==> src/rtl/rdf_pkg.sv <==
package rdf_pkg;

  // Fixed sizes of the conversion.
  localparam int MAX_BASE    = 16;
  localparam int MIN_BASE    = 2;
  localparam int MAX_DIGITS  = 32;
  localparam int VALUE_W     = 32;
  localparam int SYM_W       = 8;
  localparam int DIGIT_W     = 4;
  localparam int BASE_W      = 5;
  localparam int CFG_DATA_W  = 64;
  localparam int CFG_IDX_W   = 2;
  localparam int CNT_W       = $clog2(MAX_DIGITS + 1);
  localparam int ADDR_W      = $clog2(MAX_DIGITS);

  // Divider: quotient bits retired per cycle and cycles per digit.
  localparam int STEP_BITS   = 8;
  localparam int DIV_STEPS   = VALUE_W / STEP_BITS;
  localparam int STEP_W      = $clog2(DIV_STEPS);

  // Symbol bytes that may not serve as digits.
  localparam logic [SYM_W-1:0] SYM_MINUS = 8'h2D;
  localparam logic [SYM_W-1:0] SYM_PLUS  = 8'h2B;
  localparam logic [SYM_W-1:0] SYM_SPACE = 8'h20;
  localparam logic [SYM_W-1:0] SYM_WS_LO = 8'd9;
  localparam logic [SYM_W-1:0] SYM_WS_HI = 8'd13;

  // Register reset values: radix ten with symbols "0123456789".
  localparam logic [BASE_W-1:0]     BASE_SIZE_RST    = 5'd10;
  localparam logic [CFG_DATA_W-1:0] SYMBOLS_LOW_RST  = 64'd3978425819141910832;
  localparam logic [CFG_DATA_W-1:0] SYMBOLS_HIGH_RST = 64'd14648;

  // Configuration register indexes.
  typedef enum logic [CFG_IDX_W-1:0] {
    CFG_BASE_SIZE    = 2'd0,
    CFG_SYMBOLS_LOW  = 2'd1,
    CFG_SYMBOLS_HIGH = 2'd2
  } cfg_idx_t;

  // Commands from the controller to the datapath.
  typedef struct packed {
    logic load;       // capture the input value
    logic div_step;   // run one divider cycle
    logic div_last;   // this divider cycle completes a digit
    logic prime;      // first digit read, sign symbol if negative
    logic emit_bad;   // emit the invalid-base result
    logic emit_digit; // emit the digit read last cycle
  } rdf_cmd_t;

  // Status from the datapath to the controller.
  typedef struct packed {
    logic base_ok;    // configured base is usable
    logic conv_done;  // current digit is the final one
    logic rd_last;    // digit on the read port is the least significant
  } rdf_stat_t;

endpackage

==> src/rtl/radix_digit_formatter.sv <==
// Integer-to-text converter with a configurable radix.
// Input: pulse start with in_value while busy is low; the value is transferred
// at that edge and busy rises on the next cycle until the item is finished.
// Output: each symbol is on out_symbol for one cycle with out_strobe high;
// out_last marks the final symbol of the item. A negative value gives a
// leading '-' and then its magnitude. The receiver cannot stall the output.
// Configuration: cfg_we writes cfg_wdata into register cfg_index (0 radix,
// 1 symbols 0..7, 2 symbols 8..15) at the clock edge; write only while idle.
// An unusable radix or symbol set gives one strobe with out_bad_base and
// out_last high and a zero symbol, from the result register after the check.
// Sequence for a value: a base check, then the shared divider for each digit
// (eight quotient bits a cycle), a read of the first stored digit, then one
// symbol per cycle. The '-' of a negative value comes with that read and
// precedes the first digit; no new item is taken before the last symbol.
// Synchronous reset restores radix ten with symbols 0 to 9 and aborts any item.
module radix_digit_formatter (
  input  logic                                clk,
  input  logic                                rst_n,
  input  logic                                start,
  output logic                                busy,
  input  logic signed [rdf_pkg::VALUE_W-1:0]  in_value,
  input  logic                                cfg_we,
  input  logic [rdf_pkg::CFG_IDX_W-1:0]       cfg_index,
  input  logic [rdf_pkg::CFG_DATA_W-1:0]      cfg_wdata,
  output logic                                out_strobe,
  output logic [rdf_pkg::SYM_W-1:0]           out_symbol,
  output logic                                out_last,
  output logic                                out_bad_base
);
  import rdf_pkg::*;

  rdf_cmd_t  cmd;
  rdf_stat_t stat;
  logic      busy_int;

  // Sequencer.
  rdf_ctrl u_ctrl (
    .clk   (clk),
    .rst_n (rst_n),
    .start (start && !busy_int),
    .busy  (busy_int),
    .cmd   (cmd),
    .stat  (stat)
  );

  // Divider, digit store and result register.
  rdf_dp u_dp (
    .clk          (clk),
    .rst_n        (rst_n),
    .in_value     (in_value),
    .cfg_we       (cfg_we),
    .cfg_index    (cfg_index),
    .cfg_wdata    (cfg_wdata),
    .cmd          (cmd),
    .stat         (stat),
    .out_strobe   (out_strobe),
    .out_symbol   (out_symbol),
    .out_last     (out_last),
    .out_bad_base (out_bad_base)
  );

  assign busy = busy_int;

endmodule

==> src/rtl/rdf_ctrl.sv <==
module rdf_ctrl (
  input  logic              clk,
  input  logic              rst_n,
  input  logic              start,
  output logic              busy,
  output rdf_pkg::rdf_cmd_t cmd,
  input  rdf_pkg::rdf_stat_t stat
);
  import rdf_pkg::*;

  typedef enum logic [2:0] {
    S_IDLE,
    S_CHECK,
    S_DIV,
    S_PRIME,
    S_EMIT
  } state_t;

  state_t            state_r, state_nxt;
  logic [STEP_W-1:0] step_r, step_nxt;
  logic              busy_r;

  // Next state and command decode.
  always_comb begin
    state_nxt = state_r;
    step_nxt  = step_r;
    cmd       = '0;
    unique case (state_r)
      S_IDLE: begin
        if (start) begin
          cmd.load  = 1'b1;
          state_nxt = S_CHECK;
        end
      end
      S_CHECK: begin
        step_nxt = '0;
        if (stat.base_ok) begin
          state_nxt = S_DIV;
        end else begin
          cmd.emit_bad = 1'b1;
          state_nxt    = S_IDLE;
        end
      end
      S_DIV: begin
        cmd.div_step = 1'b1;
        step_nxt     = step_r + 1'b1;
        if (step_r == STEP_W'(DIV_STEPS - 1)) begin
          cmd.div_last = 1'b1;
          if (stat.conv_done) begin
            state_nxt = S_PRIME;
          end
        end
      end
      S_PRIME: begin
        cmd.prime = 1'b1;
        state_nxt = S_EMIT;
      end
      S_EMIT: begin
        cmd.emit_digit = 1'b1;
        if (stat.rd_last) begin
          state_nxt = S_IDLE;
        end
      end
      default: begin
        state_nxt = S_IDLE;
      end
    endcase
  end

  // State, step counter and registered busy flag.
  always_ff @(posedge clk) begin
    if (!rst_n) begin
      state_r <= S_IDLE;
      step_r  <= '0;
      busy_r  <= 1'b0;
    end else begin
      state_r <= state_nxt;
      step_r  <= step_nxt;
      busy_r  <= (state_nxt != S_IDLE);
    end
  end

  assign busy = busy_r;

  // At most one kind of result is produced in a cycle.
  a_one_emit: assert property (@(posedge clk) disable iff (!rst_n)
    $onehot0({cmd.emit_bad, cmd.prime, cmd.emit_digit}))
    else $error("controller issues two result commands at once");

  // An invalid-base result ends the item.
  a_bad_ends: assert property (@(posedge clk) disable iff (!rst_n)
    cmd.emit_bad |=> !busy)
    else $error("controller stays busy after an invalid-base result");

endmodule

==> src/rtl/rdf_dp.sv <==
module rdf_dp (
  input  logic                                clk,
  input  logic                                rst_n,
  input  logic signed [rdf_pkg::VALUE_W-1:0]  in_value,
  input  logic                                cfg_we,
  input  logic [rdf_pkg::CFG_IDX_W-1:0]       cfg_index,
  input  logic [rdf_pkg::CFG_DATA_W-1:0]      cfg_wdata,
  input  rdf_pkg::rdf_cmd_t                   cmd,
  output rdf_pkg::rdf_stat_t                  stat,
  output logic                                out_strobe,
  output logic [rdf_pkg::SYM_W-1:0]           out_symbol,
  output logic                                out_last,
  output logic                                out_bad_base
);
  import rdf_pkg::*;

  logic [BASE_W-1:0]     base_r;
  logic [CFG_DATA_W-1:0] sym_lo_r;
  logic [CFG_DATA_W-1:0] sym_hi_r;
  logic [SYM_W-1:0]      sym_tab [MAX_BASE];
  logic                  base_ok;
  logic                  base_ok_r;

  logic                  neg_r;
  logic [VALUE_W-1:0]    quot_r;
  logic [DIGIT_W-1:0]    rem_r;
  logic [CNT_W-1:0]      count_r;
  logic [VALUE_W-1:0]    quot_nxt;
  logic [DIGIT_W-1:0]    rem_nxt;

  logic [DIGIT_W-1:0]    digit_mem [MAX_DIGITS];
  logic [DIGIT_W-1:0]    rd_data_r;
  logic [CNT_W-1:0]      count_dec;

  logic                  strobe_r;
  logic [SYM_W-1:0]      symbol_r;
  logic                  last_r;
  logic                  bad_r;

  // Configuration registers.
  always_ff @(posedge clk) begin
    if (!rst_n) begin
      base_r   <= BASE_SIZE_RST;
      sym_lo_r <= SYMBOLS_LOW_RST;
      sym_hi_r <= SYMBOLS_HIGH_RST;
    end else if (cfg_we) begin
      unique case (cfg_index)
        CFG_BASE_SIZE:    base_r   <= cfg_wdata[BASE_W-1:0];
        CFG_SYMBOLS_LOW:  sym_lo_r <= cfg_wdata;
        CFG_SYMBOLS_HIGH: sym_hi_r <= cfg_wdata;
        default: begin
        end
      endcase
    end
  end

  // Symbol table, one byte per digit value.
  always_comb begin
    for (int i = 0; i < 8; i++) begin
      sym_tab[i]   = sym_lo_r[SYM_W*i +: SYM_W];
      sym_tab[i+8] = sym_hi_r[SYM_W*i +: SYM_W];
    end
  end

  // Base check: radix in range, no sign or blank symbols, no repeats among used symbols.
  always_comb begin
    base_ok = (base_r >= BASE_W'(MIN_BASE)) && (base_r <= BASE_W'(MAX_BASE));
    for (int i = 0; i < MAX_BASE; i++) begin
      if (BASE_W'(i) < base_r) begin
        if (sym_tab[i] == SYM_MINUS || sym_tab[i] == SYM_PLUS ||
            sym_tab[i] == SYM_SPACE ||
            (sym_tab[i] >= SYM_WS_LO && sym_tab[i] <= SYM_WS_HI)) begin
          base_ok = 1'b0;
        end
        for (int j = i + 1; j < MAX_BASE; j++) begin
          if (BASE_W'(j) < base_r && sym_tab[j] == sym_tab[i]) begin
            base_ok = 1'b0;
          end
        end
      end
    end
  end

  always_ff @(posedge clk) begin
    base_ok_r <= base_ok;
  end

  // Divider cycle: restoring division by the radix, several quotient bits per cycle.
  always_comb begin
    logic [VALUE_W-1:0] sh;
    logic [DIGIT_W-1:0] r;
    logic [BASE_W-1:0]  part;
    sh = quot_r;
    r  = rem_r;
    for (int k = 0; k < STEP_BITS; k++) begin
      part = {r, sh[VALUE_W-1]};
      sh   = {sh[VALUE_W-2:0], 1'b0};
      if (part >= base_r) begin
        part  = part - base_r;
        sh[0] = 1'b1;
      end
      r = part[DIGIT_W-1:0];
    end
    quot_nxt = sh;
    rem_nxt  = r;
  end

  assign count_dec = count_r - 1'b1;

  // Conversion state: magnitude, partial remainder and digit count.
  always_ff @(posedge clk) begin
    if (!rst_n) begin
      neg_r   <= 1'b0;
      quot_r  <= '0;
      rem_r   <= '0;
      count_r <= '0;
    end else if (cmd.load) begin
      neg_r   <= in_value[VALUE_W-1];
      quot_r  <= in_value[VALUE_W-1] ? (VALUE_W'(0) - in_value) : in_value;
      rem_r   <= '0;
      count_r <= '0;
    end else if (cmd.div_step) begin
      quot_r <= quot_nxt;
      if (cmd.div_last) begin
        rem_r   <= '0;
        count_r <= count_r + 1'b1;
      end else begin
        rem_r <= rem_nxt;
      end
    end else if (cmd.prime || (cmd.emit_digit && count_r != '0)) begin
      count_r <= count_dec;
    end
  end

  // Digit store, least significant digit at index zero.
  always_ff @(posedge clk) begin
    if (cmd.div_step && cmd.div_last) begin
      digit_mem[count_r[ADDR_W-1:0]] <= rem_nxt;
    end
    if (cmd.prime || (cmd.emit_digit && count_r != '0)) begin
      rd_data_r <= digit_mem[count_dec[ADDR_W-1:0]];
    end
  end

  // Result register: one transfer per strobe.
  always_ff @(posedge clk) begin
    if (!rst_n) begin
      strobe_r <= 1'b0;
      symbol_r <= '0;
      last_r   <= 1'b0;
      bad_r    <= 1'b0;
    end else begin
      strobe_r <= 1'b0;
      if (cmd.emit_bad) begin
        strobe_r <= 1'b1;
        symbol_r <= '0;
        last_r   <= 1'b1;
        bad_r    <= 1'b1;
      end else if (cmd.prime) begin
        strobe_r <= neg_r;
        symbol_r <= SYM_MINUS;
        last_r   <= 1'b0;
        bad_r    <= 1'b0;
      end else if (cmd.emit_digit) begin
        strobe_r <= 1'b1;
        symbol_r <= sym_tab[rd_data_r];
        last_r   <= (count_r == '0);
        bad_r    <= 1'b0;
      end
    end
  end

  assign stat.base_ok   = base_ok_r;
  assign stat.conv_done = (quot_nxt == '0) || (count_r == CNT_W'(MAX_DIGITS - 1));
  assign stat.rd_last   = (count_r == '0);

  assign out_strobe   = strobe_r;
  assign out_symbol   = symbol_r;
  assign out_last     = last_r;
  assign out_bad_base = bad_r;

  // An invalid-base result is a lone, zero symbol.
  a_bad_form: assert property (@(posedge clk) disable iff (!rst_n)
    (strobe_r && bad_r) |-> (last_r && symbol_r == '0))
    else $error("invalid-base result is malformed");

  // The digit count never passes the store depth.
  a_count_max: assert property (@(posedge clk) disable iff (!rst_n)
    count_r <= CNT_W'(MAX_DIGITS))
    else $error("digit count overflows the store");

  // Reading starts only with at least one stored digit.
  a_prime_cnt: assert property (@(posedge clk) disable iff (!rst_n)
    cmd.prime |-> (count_r != '0))
    else $error("digit readout starts with an empty store");

endmodule
==> config.mk <==
export PLATFORM = sky130hd
export DESIGN_NAME = radix_digit_formatter
export DESIGN_NICKNAME = d
export VERILOG_FILES = /design/src/rtl/rdf_pkg.sv /design/src/rtl/radix_digit_formatter.sv /design/src/rtl/rdf_ctrl.sv /design/src/rtl/rdf_dp.sv
export SDC_FILE = /design/constraint.sdc
export NUM_CORES = 1
export LEC_CHECK = 0
export BUFFER_PORTS_ARGS = -buffer_cell sky130_fd_sc_hd__clkbuf_2
export CAP_MARGIN = 0
export CELL_PAD_IN_SITES_DETAIL_PLACEMENT = 0
export CELL_PAD_IN_SITES_GLOBAL_PLACEMENT = 1
export CORE_ASPECT_RATIO = 1.75
export CORE_MARGIN = 10
export CORE_UTILIZATION = 35
export CTS_CLUSTER_SIZE = 8
export DETAILED_ROUTE_END_ITERATION = 10
export GPL_TIMING_DRIVEN = 0
export PLACE_DENSITY_LB_ADDON = 0.1
export SLEW_MARGIN = 30
export SYNTH_ARGS = -nofsm -noshare
export SYNTH_HDL_FRONTEND = slang
export SYNTH_SLANG_ARGS = --single-unit
export TNS_END_PERCENT = 50
==> constraint.sdc <==
create_clock -name clk -period 13.85 [get_ports clk]
set_clock_uncertainty 0.1 [all_clocks]
set_input_delay 2.77 -clock clk [delete_from_list [all_inputs] [get_ports clk]]
set_output_delay 2.77 -clock clk [all_outputs]
set_load 0.1 [all_outputs]
# After elaboration in Yosys (flattened, before gate mapping)
# Memories as Yosys holds them, arrays and structs flattened. A register that Yosys moved wholly into a read port is not among the register bits.
# Cells that the tools add are included.
word_totals:
  out_inout_bits: 12
  input_bits: 102
  word_cells: 682
  ram_bits: 128
  memories: 1
  regBits: 194
op_classes:
  magnitude_cmp: 59
  addsub: 12
  muxes: 206
  eq_ne: 177
  n_reduce_logical: 209
  n_bitwise: 2
mem_list:
  columns: ["memory", "words", "word_bits", "read_ports", "rd_ports_with_merged_regs", "write_ports", "line", "text"]
  rows:
  - ["u_dp.digit_mem", 32, 4, 1, 1, 1, "rdf_dp.sv:31", "logic [DIGIT_W-1:0] digit_mem [MAX_DIGITS];"]
ops:
  columns: ["op", "count"]
  rows:
  - ["== test 8 bit", 120]
  - ["== test 8 x 6 -> 1 bit, second input constant", 48]
  - ["two-way mux 1 bit", 178]
  - ["logical AND 1 bit", 140]
  - ["greater-or-equal comparator 8 x 4 -> 1 bit, second input constant", 16]
  - ["<= comparator 8 x 4 -> 1 bit, second input constant", 16]
  - ["two-way mux 32 bit", 3]
  - ["logical OR 1 bit", 50]
  - ["greater-or-equal comparator 5 bit", 8]
  - ["less-than comparator 4 x 5 -> 1 bit, first input constant", 8]
  - ["two-way mux 4 bit", 9]
  - ["binary-select mux 8 bit (select 4 bit)", 1]
  - ["logical NOT 32 bit", 1]
  - ["subtractor 1 x 32 -> 32 bit, first input constant", 1]
  - ["subtractor 4 bit", 8]
  - ["two-way mux 6 bit", 5]
  - ["less-than comparator 3 x 5 -> 1 bit, first input constant", 4]
  - ["two-way mux 8 bit", 2]
  - ["one-hot mux 3 bit (5 select lines)", 1]
  - ["two-way mux 3 bit", 4]
  - ["less-than comparator 1 x 5 -> 1 bit, first input constant", 2]
  - ["less-than comparator 2 x 5 -> 1 bit, first input constant", 2]
  - ["AND reduction 2 bit", 4]
  - ["nonzero test 2 bit", 4]
  - ["25 further kinds", 30]

# Logic depth before layout (Yosys ltp)
logic_depth:
  word_depth: 156
  depth_mapped: 61
  ltp_nobuf: 53

# Hierarchy
# Synthesis repeated with hierarchy kept, for this count alone.
hier_totals:
  cells_unflattened: 3286
  hier_area_um2: 29265.6
by_module_without_submodules:
  columns: ["mod", "cells_per_inst", "n_inst", "area_per_inst_um2"]
  rows:
  - ["rdf_dp", 3244, 1, 28882.7]
  - ["rdf_ctrl", 41, 1, 369.1]
  - ["radix_digit_formatter", 1, 1, 13.8]

# Worst setup path after synthesis
# OpenSTA, ideal clock, no wires.
synth_path:
  path_kind: "register to register"
  startpoint: "reg u_dp.base_r[1]"
  endpoint: "mem u_dp.digit_mem[0][0], data pin"
  stages_incl_launch_ff: 60
  arrival_ns: 12.942
  slack_ns: 0.416
  path_cell_list: "dfxtp_1 buf_2 inv_1 ha_1 nor2b_1 o21ai_1 a31oi_1 o21a_1 or2_1 clkbuf_1 a21oi_1 ha_1 a21o_1 a21o_1 a21o_1 a21o_1 clkbuf_1 mux2i_1 [... 24 more ...] a21o_1 a21o_1 a21o_1 mux2i_1 ha_1 a21o_1 a21o_1 a21o_1 a21o_1 clkbuf_1 mux2i_1 ha_1 a21o_1 a21o_1 a21o_1 a21o_1 clkbuf_1 mux2i_1"
synth_via:
  elab_chain_len: 16
synth_lines:
  columns: ["element", "line", "text"]
  rows:
  - ["start: declaration", "rdf_dp.sv:17", "logic [BASE_W-1:0] base_r;"]
  - ["start signal: assignment", "rdf_dp.sv:48", "CFG_BASE_SIZE: base_r <= cfg_wdata[BASE_W-1:0];"]
  - ["subtractor 4 bit / greater-or-equal comparator 5 bit (equally long branches)", "rdf_dp.sv:99, rdf_dp.sv:98", null]
  - ["two-way mux 4 bit", "rdf_dp.sv:98", "if (part >= base_r) begin"]
  - ["subtractor 4 bit / greater-or-equal comparator 5 bit (equally long branches)", "rdf_dp.sv:99, rdf_dp.sv:98", null]
  - ["two-way mux 4 bit", "rdf_dp.sv:98", null]
  - ["subtractor 4 bit / greater-or-equal comparator 5 bit (equally long branches)", "rdf_dp.sv:99, rdf_dp.sv:98", null]
  - ["two-way mux 4 bit", "rdf_dp.sv:98", null]
  - ["greater-or-equal comparator 5 bit / subtractor 4 bit (equally long branches)", "rdf_dp.sv:98, rdf_dp.sv:99", null]
  - ["two-way mux 4 bit", "rdf_dp.sv:98", null]
  - ["subtractor 4 bit / greater-or-equal comparator 5 bit (equally long branches)", "rdf_dp.sv:99, rdf_dp.sv:98", null]
  - ["two-way mux 4 bit", "rdf_dp.sv:98", null]
  - ["subtractor 4 bit / greater-or-equal comparator 5 bit (equally long branches)", "rdf_dp.sv:99, rdf_dp.sv:98", null]
  - ["two-way mux 4 bit", "rdf_dp.sv:98", null]
  - ["subtractor 4 bit / greater-or-equal comparator 5 bit (equally long branches)", "rdf_dp.sv:99, rdf_dp.sv:98", null]
  - ["two-way mux 4 bit", "rdf_dp.sv:98", null]
  - ["greater-or-equal comparator 5 bit *", "rdf_dp.sv:98", null]
  - ["two-way mux 4 bit *", "rdf_dp.sv:98", null]
  - ["named net u_dp.rem_nxt[0]", "rdf_dp.sv:29", "logic [DIGIT_W-1:0] rem_nxt;"]
  - ["end: declaration", "rdf_dp.sv:31", null]
# The timed path passes the listed nets; every way through them passes the cells marked *.

# Worst setup path after layout
layout_path:
  startpoint: "reg u_dp.base_r[1]"
  endpoint: "mem u_dp.digit_mem[7][2], data pin"
layout_via:
  elab_chain_len: 16
layout_lines:
  columns: ["element", "line"]
  rows:
  - ["subtractor 4 bit / greater-or-equal comparator 5 bit (equally long branches)", "rdf_dp.sv:99, rdf_dp.sv:98"]
  - ["two-way mux 4 bit", "rdf_dp.sv:98"]
  - ["subtractor 4 bit / greater-or-equal comparator 5 bit (equally long branches)", "rdf_dp.sv:99, rdf_dp.sv:98"]
  - ["two-way mux 4 bit", "rdf_dp.sv:98"]
  - ["subtractor 4 bit / greater-or-equal comparator 5 bit (equally long branches)", "rdf_dp.sv:99, rdf_dp.sv:98"]
  - ["two-way mux 4 bit", "rdf_dp.sv:98"]
  - ["greater-or-equal comparator 5 bit / subtractor 4 bit (equally long branches)", "rdf_dp.sv:98, rdf_dp.sv:99"]
  - ["two-way mux 4 bit", "rdf_dp.sv:98"]
  - ["subtractor 4 bit / greater-or-equal comparator 5 bit (equally long branches)", "rdf_dp.sv:99, rdf_dp.sv:98"]
  - ["two-way mux 4 bit", "rdf_dp.sv:98"]
  - ["subtractor 4 bit / greater-or-equal comparator 5 bit (equally long branches)", "rdf_dp.sv:99, rdf_dp.sv:98"]
  - ["two-way mux 4 bit", "rdf_dp.sv:98"]
  - ["greater-or-equal comparator 5 bit / subtractor 4 bit (equally long branches)", "rdf_dp.sv:98, rdf_dp.sv:99"]
  - ["two-way mux 4 bit", "rdf_dp.sv:98"]
  - ["subtractor 4 bit / greater-or-equal comparator 5 bit (equally long branches)", "rdf_dp.sv:99, rdf_dp.sv:98"]
  - ["two-way mux 4 bit *", "rdf_dp.sv:98"]
  - ["named net u_dp.rem_nxt[2]", "rdf_dp.sv:29"]
# Marked as above.

==> summary.md <==
The run finished with clean final reports. Core footprint: 0.08226 sq mm. In this design, the critical path's most frequently occurring cell is sky130_fd_sc_hd__a21o_1.

By count the netlist is led by sky130_fd_sc_hd__xnor2_1, sky130_fd_sc_hd__xor2_1, sky130_fd_sc_hd__nand2_1. Relative to the synthesized area, the layout overhead comes to 12.72%. In the post-synthesis netlist, the biggest area contributors are sky130_fd_sc_hd__xnor2_1, sky130_fd_sc_hd__edfxtp_1, sky130_fd_sc_hd__dfxtp_1, sky130_fd_sc_hd__xor2_1, sky130_fd_sc_hd__mux4_2. The placer congestion estimate was 1.040.

Of all nets on the critical path, the largest fanout is 16. The synthesized design contains 326 register bits. On the critical path, the stage with the largest delay is an instance of sky130_fd_sc_hd__dfxtp_2. The clock-pin transition on the worst setup and hold timing paths is 50 ps, and the relative slew slack is 27.70%. The most frequent cell after synthesis is sky130_fd_sc_hd__xnor2_1.

The root buffer cell chosen for the clock tree is sky130_fd_sc_hd__clkbuf_16. The floorplan has 139 rows. The die covers 0.09555 sq mm. The run gives 0 as the hold-fix buffer count after cts. The tools report the startpoint kind of the worst setup timing path as a flop. At the worst endpoint, the arrival time is 13450 ps. The tools report the number of antenna violations at the first check in global routing as 12. In this run the biggest area consumer among cell types represents 20.13% of the synthesized area.

The level count of the clock H-tree is 2. In the final layout, the multi-input gates occupy 0.01961 sq mm. Buffers inserted during clock tree synthesis total 46. Setup repair after global routing left no endpoint under its margin. The pre-antenna-repair detailed-routing pass consisted of 8 iterations.

The sequential cell area is 0.007849 sq mm, and the residual overflow from global routing is 0. The die outline height was 401.5 microns; the total count of hold-check failures in the final report was 0. The die extent in x is 238.0 microns, and the fmax is 0.07559 GHz.

Synthesis handed over a netlist of 3253 instances. Counting flops with a built-in enable in the synthesized netlist gives 132. The total number of nets in the final design is 3586, and the slew at the pin closest to its max-slew limit is 1085 ps.

Summed over all instances, the cell type with the most area after synthesis is sky130_fd_sc_hd__xnor2_1. The count of nets left with antenna violations once routing finished came out at 0. CTS saw 326 sinks.

After layout, the worst path uses 95.52% of the clock period. The logs give 35.40% for the overall global routing resource usage and 26.96% for the sequential element share of the synthesized area. The tool flagged a number of max-cap violations equal to 0. The logs give 114 for the count of boundary I/O pins and 0.02911 sq mm for the post-synth design cell area.

The vias per cell works out to 6.160. The critical path buffer and inverter count came out at 7. Number of vias in the routed layout: 27770. In this run the mean area of a mapped cell was 8.947 sq um.

Summed over all layers, the routed wires come to 174400 microns. The logs give 27910 for the via count of the first global-routing pass and 0 for the count of endpoints failing setup in the final report. In the synthesized netlist the dominant register cell turns out to be sky130_fd_sc_hd__dfxtp_1.

The stage delay of the slowest cell on the critical path came out at 440 ps. The initial utilization of the core area, before any placement, comes to 35.38%. The total nets after synthesis is 3409, and the proportion of layout cells with a drive suffix above 1 is 17.92%. The worst setup path is captured at a flop. The logs give 79 for the number of distinct library cell variants in the gate-level netlist after synthesis and 127200 microns for the post-DP HPWL. After synthesis, the share of flip-flops with an asynchronous set or reset is 0%.

Number of buffers between clock root and the deepest sink: 3. For the worst setup path, the data required time is 14070 ps. The critical path is of the reg2reg type. In the routed design, unresolved DRC markers number 0. TritonCTS built the clock tree.

The fill cell instance count of the final layout was 8349. Counting I/O delays and the setup requirement, the final critical path takes 13230 ps. Entering global routing, the biggest net connects 34 pins.

Clock latency on the worst-skew pair, taken at its later pin, is 650 ps. The Yosys step of the flow raised 0 warnings. The post-detailed-route wirelength per cell was 38.68 microns; the post-route worst hold slack was 373.3 ps.

The first routing iteration left 2935 violations. The kind of cell with the highest combined delay on the critical path is compound AO/OA/AOI/OAI gates. Final count of pins violating max slew: 0.

The worst hold path belongs to the class reg2reg. Port buffering added 113 buffers. The run gives 234000 microns as the first-pass GRT wire length.
## worst reg2reg max path, delay by kind of cell (launching register included)
kind            cells  cell delay (ps)
buf+inv             7             1310
simple gates        6             1370
mux                 4             1020
fa+ha+maj           8             2360
compound gates     33             6300
flops               1              440
## placed cells by master (no fill, tap or decap), drive strengths merged, types with 6 or more instances in the layout
cell,n
nor4,135
inv,32
nand3b,6
mux2i,11
a21oi,56
or4,7
a21o,31
o311ai,6
mux2,12
nand2,325
and2,21
mux4,80
dfxtp,194
a31oi,39
a22oi,20
buf,291
and3,7
o31ai,17
xnor2,669
nor2,88
a21boi,97
clkbuf,262
fa,8
nor3,55
or2,9
nand3,76
ha,46
o41ai,11
a22o,25
o21ai,57
a222oi,8
or3,7
nand4,151
xor2,359
nand2b,32
nor2b,17
o211ai,6
edfxtp,132
## cells by family (layout without fill, tap and decap cells)
family,Yosys count,after routing,share of synthesized area [%]
xor gates and xnor gates,1028,1028,30.93
and+or+nand+nor,945,945,16.52
AOI/OAI and AO/OA,401,401,9.763
buffers and inverters,396,592,6.263
DFF,326,326,26.96
muxes,103,103,7.033
adders and majority gates,54,54,2.528
other,0,2,0
## through the flow
step	setup TNS [ps]	utilization (%)	setup WS [ps]	cell area [sq um]	instances
floorplan	0	-	415.5	29110	3253
global placement	-370110	37.68	-3710	30990	4423
detailed placement	-355880	38.02	-3326	31280	4432
CTS	0	39.81	76.10	32750	4503
global route	0	39.88	33.19	32800	4506
finish	0	39.88	620.9	32810	4508
## registers in the layout, indices dropped and copies added (netlist names), 3 cells and up
| name | cells |
|---|---|
| u_ctrl.state_r | 3 |
| u_dp.sym_hi_r | 64 |
| u_dp.out_symbol | 8 |
| u_dp.rd_data_r | 4 |
| u_dp.quot_r | 32 |
| u_dp.count_r | 6 |
| u_dp.sym_lo_r | 64 |
| u_dp.digit_mem | 128 |
| u_dp.rem_r | 4 |
| u_dp.base_r | 5 |
## area by class of cell
type | count | share of cell area (%)
timing repair buffer | 133 | 2.597
sequential | 326 | 23.92
clock buffer | 64 | 3.745
clock inverter | 3 | 0.2441
multi-input combinational | 2531 | 59.78
timing repair inverter | 1 | 0.02288
inverter | 35 | 0.4462
antenna | 2 | 0.01525
buffer | 356 | 5.198
tap | 1057 | 4.031
## per-layer routing
metal / global-route usage [%] / up-vias / part of all wire [%]
li1: - / 11620 / -
met3: 6.812 / 674 / 7.1
met1: 35.87 / 13800 / 34
met4: 33.55 / 6 / 11
met5: 0 / - / 0.027
met2: 60.17 / 1671 / 48
## what timing repair did
action / CTS / global route
pin swaps: 1 / 1
gates cloned: 1 / 0
setup buffers: 7 / 4
gates resized for setup: 26 / 7
endpoints found under the setup margin: 136 / 132
## worst paths after layout
kind / start / to / slack, ps / depth (start not counted)
max: u_dp.base_r[1]$_SDFFE_PN1P_ / u_dp.digit_mem[7][2]$_DFFE_PP_ / 620 / 58
min: u_dp.rem_r[3]$_SDFFE_PP0P_ / u_dp.rem_r[3]$_SDFFE_PP0P_ / 370 / 2
max reg2reg: u_dp.base_r[1]$_SDFFE_PN1P_ / u_dp.digit_mem[7][2]$_DFFE_PP_ / 620 / 58
min reg2reg: u_dp.rem_r[3]$_SDFFE_PP0P_ / u_dp.rem_r[3]$_SDFFE_PP0P_ / 370 / 2
Power is left out: the tool's default activity adds up to more than one toggle a clock period on the data nets, which glitch-free logic cannot reach.
